## src/bir_pkg.sv

```systemverilog
`default_nettype none
package bir_pkg;

  localparam int unsigned DEF_MAX_SOURCE_HEIGHT = 256;
  localparam int unsigned DEF_MAX_SOURCE_WIDTH  = 256;
  localparam int unsigned CHANNELS   = 3;
  localparam int unsigned FRAC_BITS  = 16;
  localparam int unsigned IDX_W      = 12;
  localparam int unsigned DIM_W      = 13;
  localparam int unsigned SRC_REG_W  = 9;
  localparam int unsigned TGT_REG_W  = 11;
  localparam int unsigned SCALE_W    = SRC_REG_W + FRAC_BITS;
  localparam int unsigned PROD_W     = SCALE_W + IDX_W;
  localparam int unsigned PIX_W      = 8 * CHANNELS;
  localparam int unsigned VAL_W      = 16;
  localparam int unsigned DEST_LIMIT = 4096;
  localparam int unsigned QUEUE_DEPTH = 4;
  localparam int unsigned OUT_DEPTH   = 4;
  localparam int unsigned CFG_IDX_W   = 3;
  localparam int unsigned CFG_DATA_W  = TGT_REG_W;

  typedef enum logic [CFG_IDX_W-1:0] {
    REG_MODE  = 3'd0,
    REG_TGT_H = 3'd1,
    REG_TGT_W = 3'd2,
    REG_SRC_H = 3'd3,
    REG_SRC_W = 3'd4
  } cfg_reg_t;

  typedef enum logic [2:0] {
    CS_IDLE,
    CS_HS,
    CS_WS,
    CS_RH,
    CS_RW
  } cfg_state_t;

  typedef struct packed {
    logic               busy;
    logic [SCALE_W-1:0] row_scale;
    logic [SCALE_W-1:0] col_scale;
    logic [DIM_W-1:0]   dest_h;
    logic [DIM_W-1:0]   dest_w;
    logic [DIM_W-1:0]   src_h;
    logic [DIM_W-1:0]   src_w;
  } derived_t;

  typedef struct packed {
    logic [IDX_W-1:0]     lo;
    logic [IDX_W-1:0]     hi;
    logic [FRAC_BITS-1:0] frac;
  } loc_t;

  typedef struct packed {
    logic                 is_read;
    logic                 oor;
    logic [IDX_W-1:0]     rlo;
    logic [IDX_W-1:0]     rhi;
    logic [IDX_W-1:0]     clo;
    logic [IDX_W-1:0]     chi;
    logic [FRAC_BITS-1:0] rfrac;
    logic [FRAC_BITS-1:0] cfrac;
    logic [PIX_W-1:0]     pixel;
  } q_item_t;

  typedef struct packed {
    logic [CHANNELS-1:0][VAL_W-1:0] value;
    logic                           status;
  } res_t;

endpackage
`default_nettype wire

```

## src/bir_front.sv

```systemverilog
`default_nettype none
module bir_front import bir_pkg::*; #(
  parameter int unsigned MAX_SOURCE_HEIGHT = DEF_MAX_SOURCE_HEIGHT,
  parameter int unsigned MAX_SOURCE_WIDTH  = DEF_MAX_SOURCE_WIDTH
) (
  input  wire logic             clk,
  input  wire logic             rst_n,
  input  wire logic             in_valid,
  output logic                  in_stall,
  input  wire logic             in_action,
  input  wire logic [IDX_W-1:0] in_row,
  input  wire logic [IDX_W-1:0] in_col,
  input  wire logic [7:0]       in_pixel_blue,
  input  wire logic [7:0]       in_pixel_green,
  input  wire logic [7:0]       in_pixel_red,
  input  wire derived_t         drv,
  input  wire logic             q_full,
  output logic                  q_push,
  output q_item_t               q_item
);

  logic              f_v_r, f_act_r, f_oor_r;
  logic [IDX_W-1:0]  f_row_r, f_col_r;
  logic [PIX_W-1:0]  f_pix_r;
  logic [PROD_W-1:0] f_prow_r, f_pcol_r;
  logic              in_acc, f_need, f_go;
  loc_t              rloc, cloc;

  function automatic loc_t locate(input logic [PROD_W-1:0] p,
                                  input logic [DIM_W-1:0] src);
    logic [PROD_W-FRAC_BITS-1:0] l;
    logic [IDX_W-1:0]            last;
    loc_t                        r;
    last = IDX_W'(src - DIM_W'(1));
    l    = p[PROD_W-1:FRAC_BITS];
    if (l >= (PROD_W-FRAC_BITS)'(last)) begin
      r.lo   = last;
      r.frac = '0;
    end else begin
      r.lo   = l[IDX_W-1:0];
      r.frac = p[FRAC_BITS-1:0];
    end
    r.hi = (r.lo < last) ? r.lo + IDX_W'(1) : last;
    return r;
  endfunction

  // writes outside the store are dropped here
  assign f_need = f_act_r ||
                  (({1'b0, f_row_r} < DIM_W'(MAX_SOURCE_HEIGHT)) &&
                   ({1'b0, f_col_r} < DIM_W'(MAX_SOURCE_WIDTH)));
  assign f_go     = f_v_r && (!f_need || !q_full);
  assign in_stall = drv.busy || (f_v_r && !f_go);
  assign in_acc   = in_valid && !in_stall;
  assign q_push   = f_v_r && f_need && !q_full;

  assign rloc = locate(f_prow_r, drv.src_h);
  assign cloc = locate(f_pcol_r, drv.src_w);

  always_comb begin
    q_item.is_read = f_act_r;
    q_item.oor     = f_oor_r;
    q_item.pixel   = f_pix_r;
    if (f_act_r) begin
      q_item.rlo   = rloc.lo;
      q_item.rhi   = rloc.hi;
      q_item.clo   = cloc.lo;
      q_item.chi   = cloc.hi;
      q_item.rfrac = rloc.frac;
      q_item.cfrac = cloc.frac;
    end else begin
      q_item.rlo   = f_row_r;
      q_item.rhi   = f_row_r;
      q_item.clo   = f_col_r;
      q_item.chi   = f_col_r;
      q_item.rfrac = '0;
      q_item.cfrac = '0;
    end
  end

  always_ff @(posedge clk) begin
    if (!rst_n) begin
      f_v_r <= 1'b0;
    end else begin
      f_v_r <= in_acc || (f_v_r && !f_go);
    end
  end

  always_ff @(posedge clk) begin
    if (in_acc) begin
      f_act_r  <= in_action;
      f_row_r  <= in_row;
      f_col_r  <= in_col;
      f_pix_r  <= {in_pixel_red, in_pixel_green, in_pixel_blue};
      f_oor_r  <= ({1'b0, in_row} >= drv.dest_h) || ({1'b0, in_col} >= drv.dest_w);
      f_prow_r <= PROD_W'(drv.row_scale) * PROD_W'(in_row);
      f_pcol_r <= PROD_W'(drv.col_scale) * PROD_W'(in_col);
    end
  end

endmodule
`default_nettype wire

```

## config.mk

```make
export PLATFORM = sky130hd
export DESIGN_NAME = bir_front
export DESIGN_NICKNAME = d
export VERILOG_FILES = /design/src/bir_pkg.sv /design/src/bir_front.sv
export SDC_FILE = /design/constraint.sdc
export NUM_CORES = 2
export LEC_CHECK = 0
export BUFFER_PORTS_ARGS = -buffer_cell sky130_fd_sc_hd__buf_4
export CAP_MARGIN = 20
export CELL_PAD_IN_SITES_DETAIL_PLACEMENT = 0
export CELL_PAD_IN_SITES_GLOBAL_PLACEMENT = 1
export CORE_ASPECT_RATIO = 0.9
export CORE_MARGIN = 8
export CORE_UTILIZATION = 52
export DETAILED_ROUTE_END_ITERATION = 16
export PLACE_DENSITY = 0.95
export SLEW_MARGIN = 5
export SYNTH_ARGS = -nofsm -noshare
export SYNTH_HDL_FRONTEND = slang
export SYNTH_SLANG_ARGS = --single-unit
export TNS_END_PERCENT = 30
```

## constraint.sdc

```tcl
create_clock -name clk -period 12.2 [get_ports clk]
set_input_delay 2.44 -clock clk [delete_from_list [all_inputs] [get_ports clk]]
set_output_delay 2.44 -clock clk [all_outputs]
set_load 0.05 [all_outputs]
```

==> metrics.md <==
| Metric | Value |
|---|---|
| Worst Path Max Fanout | `42` |
| Clk slew on worst S/H paths | `0.06 ns` |
| Power Dens Cells | `244 nW/µm²` |
| Critical Path Slowest Stage Cell | `o21a_2` |
| Tmin final | `11.55 ns` |
| Drt total wl | `70,600 µm` |
| Via count | `21,000` |
| Number of global-route vias before repair | `22,300` |
| Post-synthesis mux area share | `0.0229` |
| Maximum VDD drop | `0.000209 V` |
| CTS H-tree depth | `4` |
| # port buffers | `261` |
| Post-synth top area share | `0.347` |
| GRT Util Overall | `0.242` |
| DRC violations left | `0` |
| Slew @ Worst Pin | `1.01 ns` |
| MaxCap Viol Count | `0` |
| Area after DPL | `28,800 µm²` |
| Min Hold Slack | `0.782 ns` |
| Status | `finished clean` |
| CTS Buffer Depth | `2` |
| Post-synthesis instance total | `2,951` |
| Row cnt | `78` |
| Final Max Slew Viols | `0` |
| RSZ-0062 raised after global routing | `false` |
| Nets | `3,930` |
| Compound-gate portion of the synthesized area | `0.0692` |
| Post-CTS sizing | `0` |
| Crit start category | `input port` |
| Worst skew pair latency | `0.46 ns` |
| Core area | `50,500 µm²` |
| Critical Path RT | `9.76 ns` |
| Post-synth EDFFs | `124` |
| Congestion Overflow GR | `0` |
| Root Driver | `clkbuf_16` |
| Synth warnings | `0` |
| Largest net degree at the start of global routing | `91` |
| Worst path most repeated cell | `ha_1` |
| Post-route ant nets | `0` |
| Achievable Freq | `86.6 MHz` |
| I/O pin count | `264` |
| Synth Area in XOR/XNOR | `0.0339` |
| Hold Fails Final Rpt | `0` |
| Worst path cell trace | `buf_4 -> inv_1 -> ha_1 -> or4b_1 -> nor2_1 -> xor2_1 -> inv_1 -> ha_1 -> nand4_1 -> nor3_1 -> or2_2 -> o32ai_1 -> a22o_1 -> o21a_2 -> mux2_2 -> ha_1 -> o21a_1 -> o21ai_0 -> nor2_1 -> a221o_1 -> a21oi_4 -> a21oi_1 -> o31ai_1 -> buf_4` |
| Crit. End Element | `output port` |
| CTS Hold Bufs | `0` |
| Register area share after synthesis | `0.141` |
| Relative slew slack | `0.324` |
| Wire length per cell | `18.6 µm` |
| Final design utilization | `0.584` |
| Cell area after synthesis | `26,600 µm²` |
| Die footprint | `58,600 µm²` |
| Largest family of logic cells by synthesized area | `adder cells` |
| First DRT Iteration DRCs | `1,404` |
| Initial DRT Pass Iterations | `5` |
| Initial antenna violation count | `2` |
| GR Layer Usage met2 | `0.388` |
| Ys async rst share | `0` |
| GPL Wtd Cong | `0.918` |
| Adder-Cell Fraction of Synth Area | `0.448` |
| Setup Total Neg Slack | `0 ns` |
| Register bit count reported by yosys | `125` |
| Yosys cell types | `80` |
| WS Path Type | `input port to output port` |
| Layout cells sized above 1 | `0.112` |
| Top cells by area, synth | `fa_1 (35%), edfxtp_1 (14%), ha_1 (10%), inv_1 (8.4%), nand2_1 (6.7%)` |
| Arrival @ worst endpoint | `9.11 ns` |
| CTS Buf Count | `17` |
| First-pass GRT wire length | `114,000 µm` |
| CP peak stage delay | `0.71 ns` |
| Final worst clock skew | `0.0173 ns` |
| Vias per cell | `5.53` |
| Die width | `254 µm` |
| Syn-to-layout area delta | `11.0%` |
| N_diodes | `0` |
| Syn avg cell area | `9.00 µm²` |
| M3 GR Usage | `0.0514` |
| Starting Density | `0.526` |
| Post-synth top cells | `inv_1 (596), nand2_1 (471), fa_1 (460)` |
| CTS tree | `done` |
| Finished layout cell area | `29,500 µm²` |
| Net count after synthesis | `3,781` |
| Clock Sinks | `125` |
| Synth area leader | `fa_1` |
| Period utilisation layout | `0.947` |
| Synth Flop Type | `edfxtp_1` |
| GRT Max-Usage Layer | `met2` |
| Leakage | `14.6 nW` |
| HPWL Detailed | `56,300 µm` |
| Vert. Die Dim | `230 µm` |
| Most frequent cell after synthesis | `inv_1` |
| Simple-gate area share of the yosys netlist | `0.180` |
| Reg2Reg Setup Slack | `8.37 ns` |
| Post-CTS Setup Bufs | `0` |
| Hold Crit Class | `flip-flop to flip-flop` |
| Met1 usage | `0.334` |
| Final setup viols | `0` |
critical path, delay by kind of cell:
family,cells,cell delay [ns]
adder cells (fa/ha/maj),3,0.83
buffers and inverters,4,0.79
AO/OA/AOI/OAI,9,3.01
AND/OR/NAND/NOR,6,1.22
XOR/XNOR,1,0.38
multiplexers,1,0.45
cells in the final DEF (no fill, tap or decap), types with 64 or more instances in the layout:
master / count
inv_1: 596
nand2_1: 471
nor2_1: 84
fa_1: 460
xnor2_1: 64
buf_4: 265
ha_1: 214
and2_1: 226
a21oi_1: 71
edfxtp_1: 124
routing by layer:
metal / wire length (µm) / vias up
li1: - / 9482
met1: 30500 / 10600
met2: 32700 / 823
met3: 6090 / 89
met4: 1350 / 4
met5: 20 / -
stage by stage:
stage          power [mW]  setup WS [ns]  instances
2_1_floorplan        5.20           1.10       2951
3_3_place_gp         6.38          0.846       3761
3_5_place_dp         6.55          0.752       3761
4_1_cts              7.16          0.731       3793
5_1_grt              7.93          0.254       3793
6_report             7.20          0.647       3793
final timing paths:
kind              startpoint     endpoint  cells after the start
hold / removal         f_v_r        f_v_r                      3
setup / recovery      drv[0]   q_item[65]                     24
setup reg to reg     f_act_r  f_pix_r[14]                      6
hold reg to reg        f_v_r        f_v_r                      3
logic make-up (layout without fill, tap and decap cells):
kind of cell / Yosys count / after routing
compound gates: 279 / 279
xor+xnor: 102 / 102
fa+ha+maj: 675 / 675
buf+inv: 732 / 894
flops: 125 / 125
mux: 57 / 57
simple gates: 981 / 981
cell type report:
| cell class | count | area (µm²) |
|---|---|---|
| Clock buffer | 17 | 425 |
| Clock inverter | 15 | 208 |
| Sequential cell | 125 | 3740 |
| Multi-Input combinational cell | 2094 | 20000 |
| Fill cell | 4371 | 21000 |
| Tap cell | 680 | 851 |
| Timing Repair Buffer | 265 | 1990 |
| Inverter | 597 | 2240 |
report_power, final:
part,internal [mW],switching [mW],leakage (nW)
Sequential,0.886,0.0961,1.18
Combinational,2.39,3.27,13.2
Clock,0.345,0.217,0.304
Total,3.62,3.58,14.6
sequential cells by signal, indices dropped and copies added (netlist names):
name,flops
f_act_r,1
f_v_r,1
f_col_r,12
f_row_r,12
f_pix_r,24
f_oor_r,1
f_prow_r,37
f_pcol_r,37
(Power assumes the default switching activity.)
