==> config.mk <==
export PLATFORM = sky130hd
export DESIGN_NAME = bir_cfg
export DESIGN_NICKNAME = d
export VERILOG_FILES = /design/src/bir_pkg.sv /design/src/bir_cfg.sv
export SDC_FILE = /design/constraint.sdc
export NUM_CORES = 1
export LEC_CHECK = 0
export ABC_AREA = 1
export BUFFER_PORTS_ARGS = -buffer_cell sky130_fd_sc_hd__clkbuf_2
export CAP_MARGIN = 20
export CORE_MARGIN = 2
export CORE_UTILIZATION = 60
export DETAILED_ROUTE_END_ITERATION = 8
export PLACE_DENSITY = 0.85
export SLEW_MARGIN = 20
export SYNTH_ARGS = -nofsm -noshare
export SYNTH_HDL_FRONTEND = slang
export SYNTH_SLANG_ARGS = --single-unit
==> constraint.sdc <==
create_clock -name clk -period 6.01 [get_ports clk]
set_clock_uncertainty 0.2 [all_clocks]
set_input_delay 0.601 -clock clk [delete_from_list [all_inputs] [get_ports clk]]
set_output_delay 0.601 -clock clk [all_outputs]
set_load 0.01 [all_outputs]
==> src/bir_pkg.sv <==
`default_nettype none
package bir_pkg;

  localparam int unsigned DEF_MAX_SOURCE_HEIGHT = 256;
  localparam int unsigned DEF_MAX_SOURCE_WIDTH  = 256;
  localparam int unsigned CHANNELS   = 3;
  localparam int unsigned FRAC_BITS  = 16;
  localparam int unsigned IDX_W      = 12;
  localparam int unsigned DIM_W      = 13;
  localparam int unsigned SRC_REG_W  = 9;
  localparam int unsigned TGT_REG_W  = 11;
  localparam int unsigned SCALE_W    = SRC_REG_W + FRAC_BITS;
  localparam int unsigned PROD_W     = SCALE_W + IDX_W;
  localparam int unsigned PIX_W      = 8 * CHANNELS;
  localparam int unsigned VAL_W      = 16;
  localparam int unsigned DEST_LIMIT = 4096;
  localparam int unsigned QUEUE_DEPTH = 4;
  localparam int unsigned OUT_DEPTH   = 4;
  localparam int unsigned CFG_IDX_W   = 3;
  localparam int unsigned CFG_DATA_W  = TGT_REG_W;

  typedef enum logic [CFG_IDX_W-1:0] {
    REG_MODE  = 3'd0,
    REG_TGT_H = 3'd1,
    REG_TGT_W = 3'd2,
    REG_SRC_H = 3'd3,
    REG_SRC_W = 3'd4
  } cfg_reg_t;

  typedef enum logic [2:0] {
    CS_IDLE,
    CS_HS,
    CS_WS,
    CS_RH,
    CS_RW
  } cfg_state_t;

  typedef struct packed {
    logic               busy;
    logic [SCALE_W-1:0] row_scale;
    logic [SCALE_W-1:0] col_scale;
    logic [DIM_W-1:0]   dest_h;
    logic [DIM_W-1:0]   dest_w;
    logic [DIM_W-1:0]   src_h;
    logic [DIM_W-1:0]   src_w;
  } derived_t;

  typedef struct packed {
    logic [IDX_W-1:0]     lo;
    logic [IDX_W-1:0]     hi;
    logic [FRAC_BITS-1:0] frac;
  } loc_t;

  typedef struct packed {
    logic                 is_read;
    logic                 oor;
    logic [IDX_W-1:0]     rlo;
    logic [IDX_W-1:0]     rhi;
    logic [IDX_W-1:0]     clo;
    logic [IDX_W-1:0]     chi;
    logic [FRAC_BITS-1:0] rfrac;
    logic [FRAC_BITS-1:0] cfrac;
    logic [PIX_W-1:0]     pixel;
  } q_item_t;

  typedef struct packed {
    logic [CHANNELS-1:0][VAL_W-1:0] value;
    logic                           status;
  } res_t;

endpackage
`default_nettype wire

==> src/bir_cfg.sv <==
`default_nettype none
module bir_cfg import bir_pkg::*; #(
  parameter int unsigned MAX_SOURCE_HEIGHT = DEF_MAX_SOURCE_HEIGHT,
  parameter int unsigned MAX_SOURCE_WIDTH  = DEF_MAX_SOURCE_WIDTH
) (
  input  wire logic                  clk,
  input  wire logic                  rst_n,
  input  wire logic                  cfg_we,
  input  wire logic [CFG_IDX_W-1:0]  cfg_index,
  input  wire logic [CFG_DATA_W-1:0] cfg_wdata,
  output derived_t                   drv
);

  localparam int unsigned CNT_W = $clog2(SCALE_W + 1);

  cfg_state_t             state_r, state_nxt;
  logic [CNT_W-1:0]       cnt_r, cnt_nxt;
  logic                   mode_r;
  logic [TGT_REG_W-1:0]   tgt_h_r, tgt_w_r;
  logic [SRC_REG_W-1:0]   src_h_r, src_w_r;
  logic [SCALE_W-1:0]     num_r, hs_r, row_scale_r, col_scale_r;
  logic [SCALE_W:0]       rem_r;
  logic [DIM_W-1:0]       dest_h_r, dest_w_r;
  logic [DIM_W-1:0]       sh, sw;
  logic [TGT_REG_W-1:0]   th, tw;
  logic [SCALE_W-1:0]     dividend, divisor, quo_step, min_scale;
  logic [SCALE_W:0]       rem_sh, rem_step;
  logic                   ge, done, wr_ok;

  function automatic logic [DIM_W-1:0] relax(input logic [DIM_W-1:0] src,
                                             input logic [SCALE_W-1:0] scale,
                                             input logic [SCALE_W-1:0] q);
    logic [DIM_W-1:0] r;
    if (src <= DIM_W'(1)) begin
      r = DIM_W'(1);
    end else if (scale == '0 || q >= SCALE_W'(DEST_LIMIT)) begin
      r = DIM_W'(DEST_LIMIT);
    end else begin
      r = DIM_W'(q) + DIM_W'(1);
    end
    return r;
  endfunction

  assign sh = (src_h_r == '0) ? DIM_W'(1) :
              (DIM_W'(src_h_r) > DIM_W'(MAX_SOURCE_HEIGHT)) ? DIM_W'(MAX_SOURCE_HEIGHT) :
              DIM_W'(src_h_r);
  assign sw = (src_w_r == '0) ? DIM_W'(1) :
              (DIM_W'(src_w_r) > DIM_W'(MAX_SOURCE_WIDTH)) ? DIM_W'(MAX_SOURCE_WIDTH) :
              DIM_W'(src_w_r);
  assign th = (tgt_h_r < TGT_REG_W'(2)) ? TGT_REG_W'(2) : tgt_h_r;
  assign tw = (tgt_w_r < TGT_REG_W'(2)) ? TGT_REG_W'(2) : tgt_w_r;

  assign wr_ok = cfg_we && (cfg_index <= CFG_IDX_W'(REG_SRC_W));

  always_comb begin
    dividend = SCALE_W'(sh - DIM_W'(1)) << FRAC_BITS;
    divisor  = row_scale_r;
    case (state_r)
      CS_HS: divisor = SCALE_W'(th - TGT_REG_W'(1));
      CS_WS: begin
        dividend = SCALE_W'(sw - DIM_W'(1)) << FRAC_BITS;
        divisor  = SCALE_W'(tw - TGT_REG_W'(1));
      end
      CS_RW: dividend = SCALE_W'(sw - DIM_W'(1)) << FRAC_BITS;
      default: ;
    endcase
  end

  // one quotient bit per cycle, restoring
  assign rem_sh   = {rem_r[SCALE_W-1:0], num_r[SCALE_W-1]};
  assign ge       = (rem_sh >= {1'b0, divisor});
  assign rem_step = ge ? rem_sh - {1'b0, divisor} : rem_sh;
  assign quo_step = {num_r[SCALE_W-2:0], ge};
  assign done     = (cnt_r == CNT_W'(SCALE_W));
  assign min_scale = (hs_r < quo_step) ? hs_r : quo_step;

  always_comb begin
    state_nxt = state_r;
    cnt_nxt   = (state_r == CS_IDLE) ? '0 : cnt_r + CNT_W'(1);
    unique case (state_r)
      CS_IDLE: ;
      CS_HS: if (done) begin
        state_nxt = CS_WS;
        cnt_nxt   = '0;
      end
      CS_WS: if (done) begin
        state_nxt = mode_r ? CS_RH : CS_IDLE;
        cnt_nxt   = '0;
      end
      CS_RH: if (done) begin
        state_nxt = CS_RW;
        cnt_nxt   = '0;
      end
      CS_RW: if (done) begin
        state_nxt = CS_IDLE;
        cnt_nxt   = '0;
      end
      default: begin
        state_nxt = CS_IDLE;
        cnt_nxt   = '0;
      end
    endcase
    if (wr_ok) begin
      state_nxt = CS_HS;
      cnt_nxt   = '0;
    end
  end

  always_ff @(posedge clk) begin
    if (!rst_n) begin
      state_r <= CS_HS;
      cnt_r   <= '0;
      mode_r  <= 1'b0;
      tgt_h_r <= TGT_REG_W'(256);
      tgt_w_r <= TGT_REG_W'(256);
      src_h_r <= SRC_REG_W'(256);
      src_w_r <= SRC_REG_W'(256);
    end else begin
      state_r <= state_nxt;
      cnt_r   <= cnt_nxt;
      if (cfg_we) begin
        unique case (cfg_reg_t'(cfg_index))
          REG_MODE:  mode_r  <= cfg_wdata[0];
          REG_TGT_H: tgt_h_r <= cfg_wdata[TGT_REG_W-1:0];
          REG_TGT_W: tgt_w_r <= cfg_wdata[TGT_REG_W-1:0];
          REG_SRC_H: src_h_r <= cfg_wdata[SRC_REG_W-1:0];
          REG_SRC_W: src_w_r <= cfg_wdata[SRC_REG_W-1:0];
          default: ;
        endcase
      end
    end
  end

  always_ff @(posedge clk) begin
    if (cnt_r == '0) begin
      num_r <= dividend;
      rem_r <= '0;
    end else begin
      num_r <= quo_step;
      rem_r <= rem_step;
    end
    if (done) begin
      case (state_r)
        CS_HS: hs_r <= quo_step;
        CS_WS: begin
          if (!mode_r) begin
            row_scale_r <= hs_r;
            col_scale_r <= quo_step;
            dest_h_r    <= DIM_W'(th);
            dest_w_r    <= DIM_W'(tw);
          end else begin
            row_scale_r <= min_scale;
            col_scale_r <= min_scale;
          end
        end
        CS_RH: dest_h_r <= relax(sh, row_scale_r, quo_step);
        CS_RW: dest_w_r <= relax(sw, row_scale_r, quo_step);
        default: ;
      endcase
    end
  end

  assign drv.busy      = (state_r != CS_IDLE);
  assign drv.row_scale = row_scale_r;
  assign drv.col_scale = col_scale_r;
  assign drv.dest_h    = dest_h_r;
  assign drv.dest_w    = dest_w_r;
  assign drv.src_h     = sh;
  assign drv.src_w     = sw;

endmodule
`default_nettype wire

==> flow_summary.ini <==
[status]
status = completed

[cells_and_area]
drive_above_1_share_pct = 14.3
final_nets = 1599
fin_util_pct = 67.9
antenna_cells = 0
fillers = 1473
area_growth_pct = 11.9
fin_area_um2 = 12600

[yosys]
synth_cell_types = 42
synth_edf_count = 101
syn_area_um2 = 11200
syn_inst = 1421
ys_warn_count = 0
syn_area_per_cell_um2 = 7.91
yosysMostFrequentCell = nand2_1
async_flop_share_pct = 0
ys_seq_area_share_pct = 44.6
synth.largest_area_cell = edfxtp_1
synth_common_cells = 288 x nand2_1, 165 x inv_1, 134 x nor2_1
synth_top_cells_by_area = edfxtp_1 27%, dfxtp_1 18%, nand2_1 9.6%
synth_seq_cells = 200
ys.flop_type = edfxtp_1
synth_top_cell_area_share_pct = 27.0

[cts]
root_buffer = clkbuf_16
cts.sink_count = 200
cts.clk_slew.worst_paths_ps = 80
cts_buffers = 17
cts_setup_buffers = 0
cts_htree_levels = 4
post_cts_resized = 0
insertion_delay_ps = 460
cts_buffer_depth = 2
cts_hold_buf = 0
cts_tree = yes

[global_routing]
antenna_found_initial = 0
gr-total-overflow = 0
grt_usage_pct = 31.9
grt_max_degree = 52
grt_first_pass_wirelength_mm = 49.4
grt_pass1_vias = 9564

[timing]
setup-tns-final_ps = 0
min_period_ps = 5380
slew_violations = 0
finalSetupViolCount = 0
timing.hold.ws_ps = 250
min_period_over_period_pct = 89.5
grt_setup_unrepaired = false
tightestPinTransition_ps = 1060
maxSlewHeadroom_pct = 29.5
fmax_ghz = 0.186
final-hold-violation-count = 0

[place]
gp_congestion = 0.964
hpwlAfterDp_mm = 23.2
dpl-instance-area_um2 = 12000
port_buffers = 111

[drt]
drt_iter0_drc = 1150
wl_mm = 31.7
vias = 10300
ant_nets = 0
wl_per_cell_um = 18.0
drc = 0
firstDrtPassIters = 6
via_per_inst = 5.81

[worst_setup_path]
worst-setup-path-type = flip-flop to flip-flop
reg2reg_setup_slack_ps = 630
critPathMaxFanout = 6
slowest_stage = o311ai_0
crit_start = tgt_w_r[7]
cpPeakStageDelay_ps = 460
worstPathArrival_ps = 5340
crit_top_cell = nor2_1
worstPathRequired_ps = 5980
crit_path_end_kind = flip-flop
cp-start-kind = flip-flop
reg2regPathDepth = 35
r2r-end = dest_w_r[10]
r2r_start = tgt_w_r[7]

[floorplan]
io_pins = 120
core_area_um2 = 18500
chipHeight_um = 141
rows = 50
fp.dieArea_um2 = 19900
die_w_um = 141
start_util_pct = 60.7

[flow_run]
max_cap_viol_count = 0

[power]
powerDensity_nw_per_um2 = 330
ir_worst_vdd_uv = 225
p_leak_nw = 5.61

[worst_hold_path]
holdPathEnd = src_h_r[8]
min_from = cfg_wdata[8]
hold_path_class = primary input to flip-flop
worstHoldPathCells = 3
-- sequential cells by signal (all words and copies together), names as in the netlist, 5 cells and up --
register     count
cnt_r            5
col_scale_r     25
dest_h_r        13
dest_w_r        13
hs_r            25
num_r           25
rem_r           25
row_scale_r     25
src_h_r          9
src_w_r          9
tgt_h_r         11
tgt_w_r         11
-- worst max-delay path by stage --
stage,to,depth (start not counted)
floorplan,dest_w_r[10],37
global placement,dest_h_r[10],35
detailed placement,dest_w_r[10],35
CTS,dest_w_r[10],35
global route,dest_w_r[10],35
finish,dest_w_r[10],35
-- through the flow --
stage	power (mW)	std cells	worst slack, ps
global route	4.36	1768	50.7
finish	4.15	1768	633
detailed placement	2.97	1736	749
global placement	2.93	1736	861
floorplan	2.68	1428	1260
CTS	4.12	1768	697
-- logic make-up after synthesis --
group | Yosys count | share of synthesized area (%)
buf+inv | 225 | 8.11
xor+xnor | 26 | 2.03
simple gates | 617 | 24.5
fa+ha+maj | 61 | 6.86
compound gates | 291 | 13.9
flops | 200 | 44.6
other cells | 1 | 0.0334
-- layer usage --
layer | up-vias | GRT usage (%) | share of wire, %
met1 | 4785 | 42.3 | 41
met2 | 471 | 52.1 | 47
met3 | 66 | 6.25 | 8.7
met4 | 0 | 12.1 | 2.9
li1 | 4958 | - | -
met5 | - | 0 | 0
-- worst max-delay path: cells and delay by family (launching register included) --
kind	cells	cell delay, ps
simple gates	23	2610
compound gates	4	790
fa+ha+maj	3	780
flops	1	370
buf+inv	5	350
-- power by group --
part           internal, mW  switching, mW  leakage (nW)
sequential             1.53         0.0657          1.74
combinational         0.469          0.930          3.59
clock                 0.562          0.592         0.282
total                  2.56           1.59          5.61
-- area by class of cell --
class	instances	area, µm²	share of cell area (%)
Timing Repair Buffer	125	661	5.25
Inverter	174	653	5.19
Sequential cell	200	5010	39.9
Tap cell	234	293	2.33
Clock buffer	17	425	3.38
Clock inverter	15	169	1.34
Multi-Input combinational cell	1003	5360	42.6
-- cells in the final DEF (no fill, tap or decap), types with 60 or more instances in the layout --
cell      instances
dfxtp_1          99
edfxtp_1        101
ha_1             60
nand3_1          99
o21ai_0         130
nor2_1          132
nand2_1         288
inv_1           165
clkbuf_2        111
a21oi_1         110
Note: power is estimated with default switching activity, not from simulation.
