### config.mk
export PLATFORM = sky130hd
export DESIGN_NAME = bir_fifo
export DESIGN_NICKNAME = d
export VERILOG_FILES = /design/src/bir_fifo.sv
export SDC_FILE = /design/constraint.sdc
export NUM_CORES = 1
export LEC_CHECK = 0
export ABC_AREA = 1
export BUFFER_PORTS_ARGS = -buffer_cell sky130_fd_sc_hd__buf_2
export CORE_ASPECT_RATIO = 0.5
export CORE_MARGIN = 2
export CORE_UTILIZATION = 25
export CTS_CLUSTER_DIAMETER = 60
export DETAILED_ROUTE_END_ITERATION = 8
export MAX_ROUTING_LAYER = met4
export SLEW_MARGIN = 10
export SYNTH_ARGS = -nofsm -noshare
export SYNTH_HDL_FRONTEND = slang
export SYNTH_SLANG_ARGS = --single-unit
### constraint.sdc
create_clock -name clk -period 4.1 [get_ports clk]
set_clock_uncertainty 0.1 [all_clocks]
set_input_delay 0.41 -clock clk [delete_from_list [all_inputs] [get_ports clk]]
set_output_delay 0.41 -clock clk [all_outputs]
set_load 0.01 [all_outputs]
### src/bir_fifo.sv
`default_nettype none
module bir_fifo #(
  parameter int unsigned W     = 8,
  parameter int unsigned DEPTH = 4
) (
  input  wire logic         clk,
  input  wire logic         rst_n,
  input  wire logic         push,
  input  wire logic [W-1:0] din,
  input  wire logic         pop,
  output logic [W-1:0]      dout,
  output logic              full,
  output logic              empty
);

  localparam int unsigned AW = (DEPTH > 1) ? $clog2(DEPTH) : 1;
  localparam int unsigned CW = $clog2(DEPTH + 1);

  logic [W-1:0]  data_r [DEPTH];
  logic [AW-1:0] wr_ptr_r, rd_ptr_r;
  logic [CW-1:0] cnt_r;

  assign full  = (cnt_r == CW'(DEPTH));
  assign empty = (cnt_r == '0);
  assign dout  = data_r[rd_ptr_r];

  always_ff @(posedge clk) begin
    if (!rst_n) begin
      wr_ptr_r <= '0;
      rd_ptr_r <= '0;
      cnt_r    <= '0;
    end else begin
      if (push) begin
        wr_ptr_r <= (wr_ptr_r == AW'(DEPTH - 1)) ? '0 : wr_ptr_r + AW'(1);
      end
      if (pop) begin
        rd_ptr_r <= (rd_ptr_r == AW'(DEPTH - 1)) ? '0 : rd_ptr_r + AW'(1);
      end
      cnt_r <= cnt_r + CW'(push) - CW'(pop);
    end
  end

  always_ff @(posedge clk) begin
    if (push) begin
      data_r[wr_ptr_r] <= din;
    end
  end

endmodule
`default_nettype wire

==> metrics.yaml, run 1 <==
outcome: "completed"
crit_required_ns: 3.59
fin_crit_ns: 2.230
grt_pass1_wl_um: 4602
yosys.area.top_type_share: 0.5529
clkLatencyLatePin_ns: 0.27
path_cells: "nand2_1, o211ai_1, nand2_1, buf_2"
timing.rr.end: "cnt_r[2]"
seqPwrFrac: 0.513
tightest_slew_ns: 0.9588
crit_arrival_ns: 1.72
cts_buffer_depth: 2
dr.pass1.iters: 4
die_w_um: 121.9
place_hpwl_um: 1982
synth.largest_area_cell: "edfxtp_1"
slew_headroom: 0.3599
dr_wl_met3_um: 85
setup-violations-final: 0
n_antenna_cell: 0
p_sw_frac: 0.2324
p_total_mw: 0.9739
worstReg2RegStart: "cnt_r[0]"
syn_area_per_cell_sq_um: 11.43
grtUsageTotal: 0.08161
cap_violations: 0
crit_path_frequent_cell: "nand2_1"
syn_to_final_growth_pct: 17.21
portBuffers: 21
final_nets: 194
syn_nets: 172
reg2regPathDepth: 7
yosys-top-cells-area: "edfxtp_1 (55%), dfxtp_1 (10%), inv_1 (6.7%), nand2_1 (5.8%), ha_1 (5.0%)"
final-hold-violation-count: 0
start_kind: "flip-flop"
p_leak_nw: 0.8626
via_per_inst: 3.865
ys_ff_latch: 41
die_area_sq_um: 7675
critPathCaptureType: "output port"
netlist_area_sq_um: 1738
cts_tree: "yes"
rows: 21
p_switching_mw: 0.2263
vdd_drop_max_uv: 139.2
rsz0062_at_grt: "no"
drt_iter0_markers: 61
core_sq_um: 6700
overflow: 0
synth_seq_area_share: 0.6566
power_frac_comb: 0.119
fin_setup_tns_ns: 0
crit_slowest_cell: "dfxtp_1"
root_buffer: "clkbuf_16"
critPathMaxStageDelay_ns: 0.95
hold_end: "data_r[3][2]"
die_h_um: 62.96
critPathMaxFanout: 32
grt_max_degree: 33
p_clk_frac: 0.368
num_vias: 1032
holdPathStages: 1
hp-class: "input port to flip-flop"
period_share: 0.5440
wl_met2_um: 1354
cts_setup_buffers: 0
clkTransAtPathRegs_ns: 0.06
routedWlPerCell_um: 10.55
initial_core_util: 0.2594
htree_levels: 2
power_density_nw_per_um2: 478.1
fmax_ghz: 0.4484
clock-sinks: 41
io_pins: 22
cts_resized: 0
critical_path_class: "flip-flop to output port"
final_max_slew_viol_count: 0
rrSetupSlack_ns: 2.43
grt_pass1_vias: 978
drc: 0
numCtsBuffers: 5
drive_gt1_frac: 0.1543
routed_wl_um: 2818
highest_layer: "met4"
min-delay-start: "din[2]"
yosysUniqueCellTypes: 18
ant_nets: 0
drt-met1-wl_um: 1331
synth-warning-count: 0
antenna_found_initial: 0
intPower_mw: 0.7476
gp_congestion: 0.7923
hold_buffers: 0
syn_inst: 152
Yosys cell counts:
cell / instances
nand3_1: 1
xnor2_1: 1
o21ai_1: 1
edfxtp_1: 32
fa_1: 1
buf_6: 4
nor3_1: 2
ha_1: 7
o21ai_0: 8
o211ai_1: 8
a21oi_2: 1
buf_4: 1
inv_1: 31
nor2_1: 7
a21oi_1: 10
dfxtp_1: 9
buf_2: 1
nand2_1: 27
worst max path at each step:
stage,start,endpoint,slack (ns),depth (start not counted)
5_1_grt,flip-flop,dout[4],1.62,4
6_report,flip-flop,dout[4],1.87,4
2_1_floorplan,pop,cnt_r[2],2.48,6
3_5_place_dp,flip-flop,dout[2],2.15,4
4_1_cts,flip-flop,dout[4],1.85,4
3_3_place_gp,flip-flop,dout[3],2.18,3
metal layers:
metal / track usage / vias to the layer above
met4: 0.03879 / 0
met3: 0.02555 / 5
met2: 0.1299 / 10
met5: - / -
li1: - / 539
met1: 0.09416 / 478
worst max-delay path, delay by kind of cell, from the launching register on:
kind                   cells  cell delay, ns
AOI/OAI and AO/OA          1            0.12
buffers and inverters      1            0.14
DFF                        1            0.95
and+or+nand+nor            2            0.23
through the flow:
stage          hold slack, ns  utilization  worst slack, ns  cell area [sq um]  cells
6_report               0.2540       0.3040            1.870               2037    267
5_1_grt                0.2537       0.3040            1.617               2037    267
4_1_cts                0.2468       0.3040            1.849               2037    267
3_5_place_dp           0.4123       0.2837            2.152               1901    259
3_3_place_gp           0.3954       0.2837            2.181               1901    259
2_1_floorplan          0.3711            -            2.484               1738    152
final cells by class:
type                       instances  area (sq um)
clock buffer                       7         132.6
fill                             676          4663
timing repair buffer              21         105.1
multi-input combinational         74         422.9
sequential                        41          1141
clock inverter                     1         3.754
tap                               92         115.1
inverter                          31         116.4
cells in the final DEF, fill, tap and decap left out:
cell type	synthesis	final
a21oi_1	10	10
a21oi_2	1	1
buf_2	1	21
clkbuf_1	0	2
clkbuf_16	0	5
clkinv_1	0	1
dfxtp_1	9	9
edfxtp_1	32	32
fa_1	1	1
ha_1	7	7
inv_1	31	31
nand2_1	27	27
nand3_1	1	1
nor2_1	7	7
nor3_1	2	2
o211ai_1	8	8
o21ai_0	8	8
o21ai_1	1	1
xnor2_1	1	1
power by group through the flow:
stage	Clock, mW	Combinational, mW	Sequential [mW]
after floorplan	0	0.0897	0.496
after CTS	0.365	0.118	0.500
after global routing	0.386	0.134	0.503
after detailed placement	0	0.118	0.508
after global placement	0	0.112	0.506
final	0.358	0.116	0.500
registers in the layout, summed over array words and instances (netlist names), named ones only:
signal    flops
rd_ptr_r      2
cnt_r         3
data_r       32
wr_ptr_r      2
logic make-up after synthesis:
group           share of synthesized area
buf+inv                            0.1001
xor+xnor                         0.005041
flops                              0.6566
fa+ha+maj                         0.06191
simple gates                      0.08208
compound gates                    0.09431
Power figures use the tool's default switching activity.
==> inputs of run 2 (changes only) <==
Settings changed: ABC_AREA 1 to 0.
Clock period 4.1 ns to 2.34 ns, I/O delays scaled along.
==> run 2 against run 1 <==
Net effect: count of clock-buffer cells in the layout shrank 2; non-clock buffer count is the same; highest routed layer unchanged; clock power rose by 76%; critical path depth is 2 lower; wire length down 13%.
==> metrics.yaml, run 2 <==
outcome: "completed"  # unchanged
io_pins: 22  # unchanged
die_area_sq_um: 7159  # was 7675 sq um
power_frac_comb: 0.114  # was 0.119
drc: 0  # unchanged
via_per_inst: 3.880  # was 3.865
yosys-top-cells-area: "edfxtp_1 (59%), dfxtp_1 (11%), mux4_2 (11%), ha_1 (5.4%), and2_1 (2.3%)"  # was edfxtp_1 (55%), dfxtp_1 (10%), inv_1 (6.7%), nand2_1 (5.8%), ha_1 (5.0%)
p_clk_frac: 0.373  # was 0.368
synthAdderAreaFrac: 0.06662  # was 0.06192
n_antenna_cell: 0  # unchanged
crit_slowest_cell: "dfxtp_1"  # unchanged
synthXorXnorAreaFrac: 0.01472  # was 0.005040
synth-edff-count: 32  # unchanged
final-hold-violation-count: 0  # unchanged
routedWlPerCell_um: 12.29  # was 10.55 um
largest_reg_flops: 32  # unchanged
num_vias: 776  # was 1,032
ys.flop_type: "edfxtp_1"  # unchanged
final_core_util: 0.3169  # was 0.3040
cts_setup_buffers: 0  # unchanged
p_total_mw: 1.684  # was 0.9739 mW
clock-sinks: 41  # unchanged
fin_crit_ns: 2.016
cts_resized: 0  # unchanged
power_density_nw_per_um2: 863.6  # was 478.1 nW/um^2
critPathMaxFanout: 8  # was 32
p_switching_mw: 0.3608  # was 0.2263 mW
p_sw_frac: 0.2142  # was 0.2324
critPathMaxStageDelay_ns: 0.68  # was 0.95 ns
ant_nets: 0  # unchanged
place_hpwl_um: 1742  # was 1982 um
largestRegisters: "data_r (32), cnt_r (3)"  # unchanged
fillers: 618  # was 676
routed_wl_um: 2457  # was 2818 um
grt_max_degree: 13  # was 33
yosysMostFrequentCell: "edfxtp_1"  # unchanged
grtUsageTotal: 0.08112  # was 0.08161
crit_required_ns: 2.01  # was 3.59 ns
muxShareOfSynthArea: 0.1239  # was 0
final_nets: 132  # was 194
path_cells: "mux4_2, buf_2"  # was nand2_1, o211ai_1, nand2_1, buf_2
drive_gt1_frac: 0.3125  # was 0.1543
intPower_mw: 1.324  # was 0.7476 mW
critPathCaptureType: "output port"  # unchanged
final_max_slew_viol_count: 0  # unchanged
syn_nets: 106  # was 172
start_kind: "flip-flop"  # unchanged
gr-usage-met1: 0.09118  # was 0.09416
synth-warning-count: 0  # unchanged
cts_tree: "yes"  # unchanged
gp_congestion: 0.6794  # was 0.7923
hp-class: "input port to flip-flop"  # unchanged
synth.largest_area_cell: "edfxtp_1"  # unchanged
p_leak_nw: 0.7146  # was 0.8626 nW
clkLatencyLatePin_ns: 0.27  # about the same
period_share: 0.8617
hold_buffers: 0  # unchanged
ys_ff_latch: 41  # unchanged
yosysUniqueCellTypes: 17  # was 18
syn_inst: 86  # was 152
top_usage_layer: "met2"  # unchanged
fin_setup_tns_ns: 0  # unchanged
die_w_um: 117.7  # was 121.9 um
seqPwrFrac: 0.512  # was 0.513
yosys.area.top_type_share: 0.5949  # was 0.5529
grt_pass1_vias: 802  # was 978
synth_seq_area_share: 0.7064  # was 0.6566
fmax_ghz: 0.4960
antenna_found_initial: 0  # unchanged
regMostFlops: "data_r"  # unchanged
rsz0062_at_grt: "no"  # unchanged
tightest_slew_ns: 0.5785  # was 0.9588 ns
met2_usage: 0.1279  # was 0.1299
initial_core_util: 0.2624  # was 0.2594
synth-compound-area-share: 0.006197  # was 0.09431
dr.pass1.iters: 3  # was 4
met3_usage: 0.02820  # was 0.02555
netlist_area_sq_um: 1615  # was 1738 sq um
clkTransAtPathRegs_ns: 0.06  # about the same
crit_arrival_ns: 1.68  # was 1.72 ns
cap_violations: 0  # unchanged
setup-violations-final: 0  # unchanged
vdd_drop_max_uv: 302.7  # was 139.2 uV
die_h_um: 60.84  # was 62.96 um
synth_commonest_cells: "edfxtp_1 (32), dfxtp_1 (9), mux4_2 (8)"  # was edfxtp_1 (32), inv_1 (31), nand2_1 (27)
cts_buffer_depth: 2  # unchanged
rrSetupSlack_ns: 0.67  # was 2.43 ns
mostFrequentLayoutCells: "edfxtp_1 (32), buf_2 (21), dfxtp_1 (9)"  # was edfxtp_1 (32), inv_1 (31), nand2_1 (27)
grt_pass1_wl_um: 3960  # was 4602 um
synth-simple-area-share: 0.05577  # was 0.08207
slew_headroom: 0.6138  # was 0.3599
htree_levels: 2  # unchanged
core_sq_um: 6156  # was 6700 sq um
critical_path_class: "flip-flop to output port"  # unchanged
synthArstFlopShare: 0  # unchanged
root_buffer: "clkbuf_16"  # unchanged
syn_to_final_growth_pct: 20.76  # was 17.21%
drt_iter0_markers: 15  # was 61
syn_area_per_cell_sq_um: 18.78  # was 11.43 sq um
overflow: 0  # unchanged
rows: 20  # was 21
synth_top_family_by_area: "multiplexers"  # was buffers and inverters
numCtsBuffers: 5  # unchanged
mostFrequentLayoutCell: "edfxtp_1"  # unchanged
portBuffers: 21  # unchanged
-- run 2: cell count changes in the layout (fill, tap and decap cells not counted), sizes merged, moves of 2 or more --
cell	change
nand2	-27
inv	-24
a21oi	-9
o21ai	-9
mux4	+8
o211ai	-8
and2	+6
nor2	-4
clkbuf	-2
mux2i	+2
nand2b	+2
or3b	+2
-- run 2: stage by stage --
step	std cells	cell area, sq um	setup WS [ns]	hold slack, ns
6_report	200	1951	0.3237	0.07154
3_5_place_dp	193	1814	0.5569	0.3557
5_1_grt	200	1951	0.2030	0.07138
4_1_cts	200	1951	0.2597	0.06903
3_3_place_gp	193	1814	0.5719	0.3491
2_1_floorplan	86	1615	0.7326	0.2329
-- run 2: routing by layer --
metal	wire length (um)	vias up
li1	-	372
met1	1138	387
met2	1202	12
met3	66	5
met4	51	0
met5	0	-
-- run 2: worst max-delay path, delay by kind of cell, from the launching register on --
| family | cells | cell delay, ns |
|---|---|---|
| mux | 1 | 0.57 |
| buf+inv | 1 | 0.15 |
| flops | 1 | 0.68 |
-- run 2: cell families after synthesis --
kind of cell,count (synthesis)
xor gates and xnor gates,1
AOI/OAI and AO/OA,2
and+or+nand+nor,15
DFF,41
muxes,10
adders and majority gates,8
buffers and inverters,9
-- run 2: worst paths after layout --
kind | from | end | cells past startpoint
setup / recovery | flip-flop | dout[2] | 2
hold / removal | din[3] | data_r[3][3] | 1
setup reg to reg | cnt_r[0] | cnt_r[2] | 7
hold reg to reg | rd_ptr_r[0] | rd_ptr_r[0] | 2
-- run 2: cell type report --
type / instances / area [sq um] / share of cell area
Timing Repair Buffer: 21 / 105.1 / 0.05388
Multi-Input combinational cell: 36 / 431.7 / 0.2213
Sequential cell: 41 / 1141 / 0.5850
Inverter: 7 / 26.28 / 0.01347
Clock inverter: 2 / 11.26 / 0.005773
Tap cell: 88 / 110.1 / 0.05645
Clock buffer: 5 / 125.1 / 0.06414
-- run 2: power groups by stage --
stage / Clock (mW) / Sequential [mW] / Combinational [mW]
3_3_place_gp: 0 / 0.877 / 0.192
2_1_floorplan: 0 / 0.862 / 0.144
4_1_cts: 0.645 / 0.865 / 0.198
3_5_place_dp: 0 / 0.880 / 0.197
5_1_grt: 0.689 / 0.870 / 0.216
6_report: 0.629 / 0.863 / 0.193
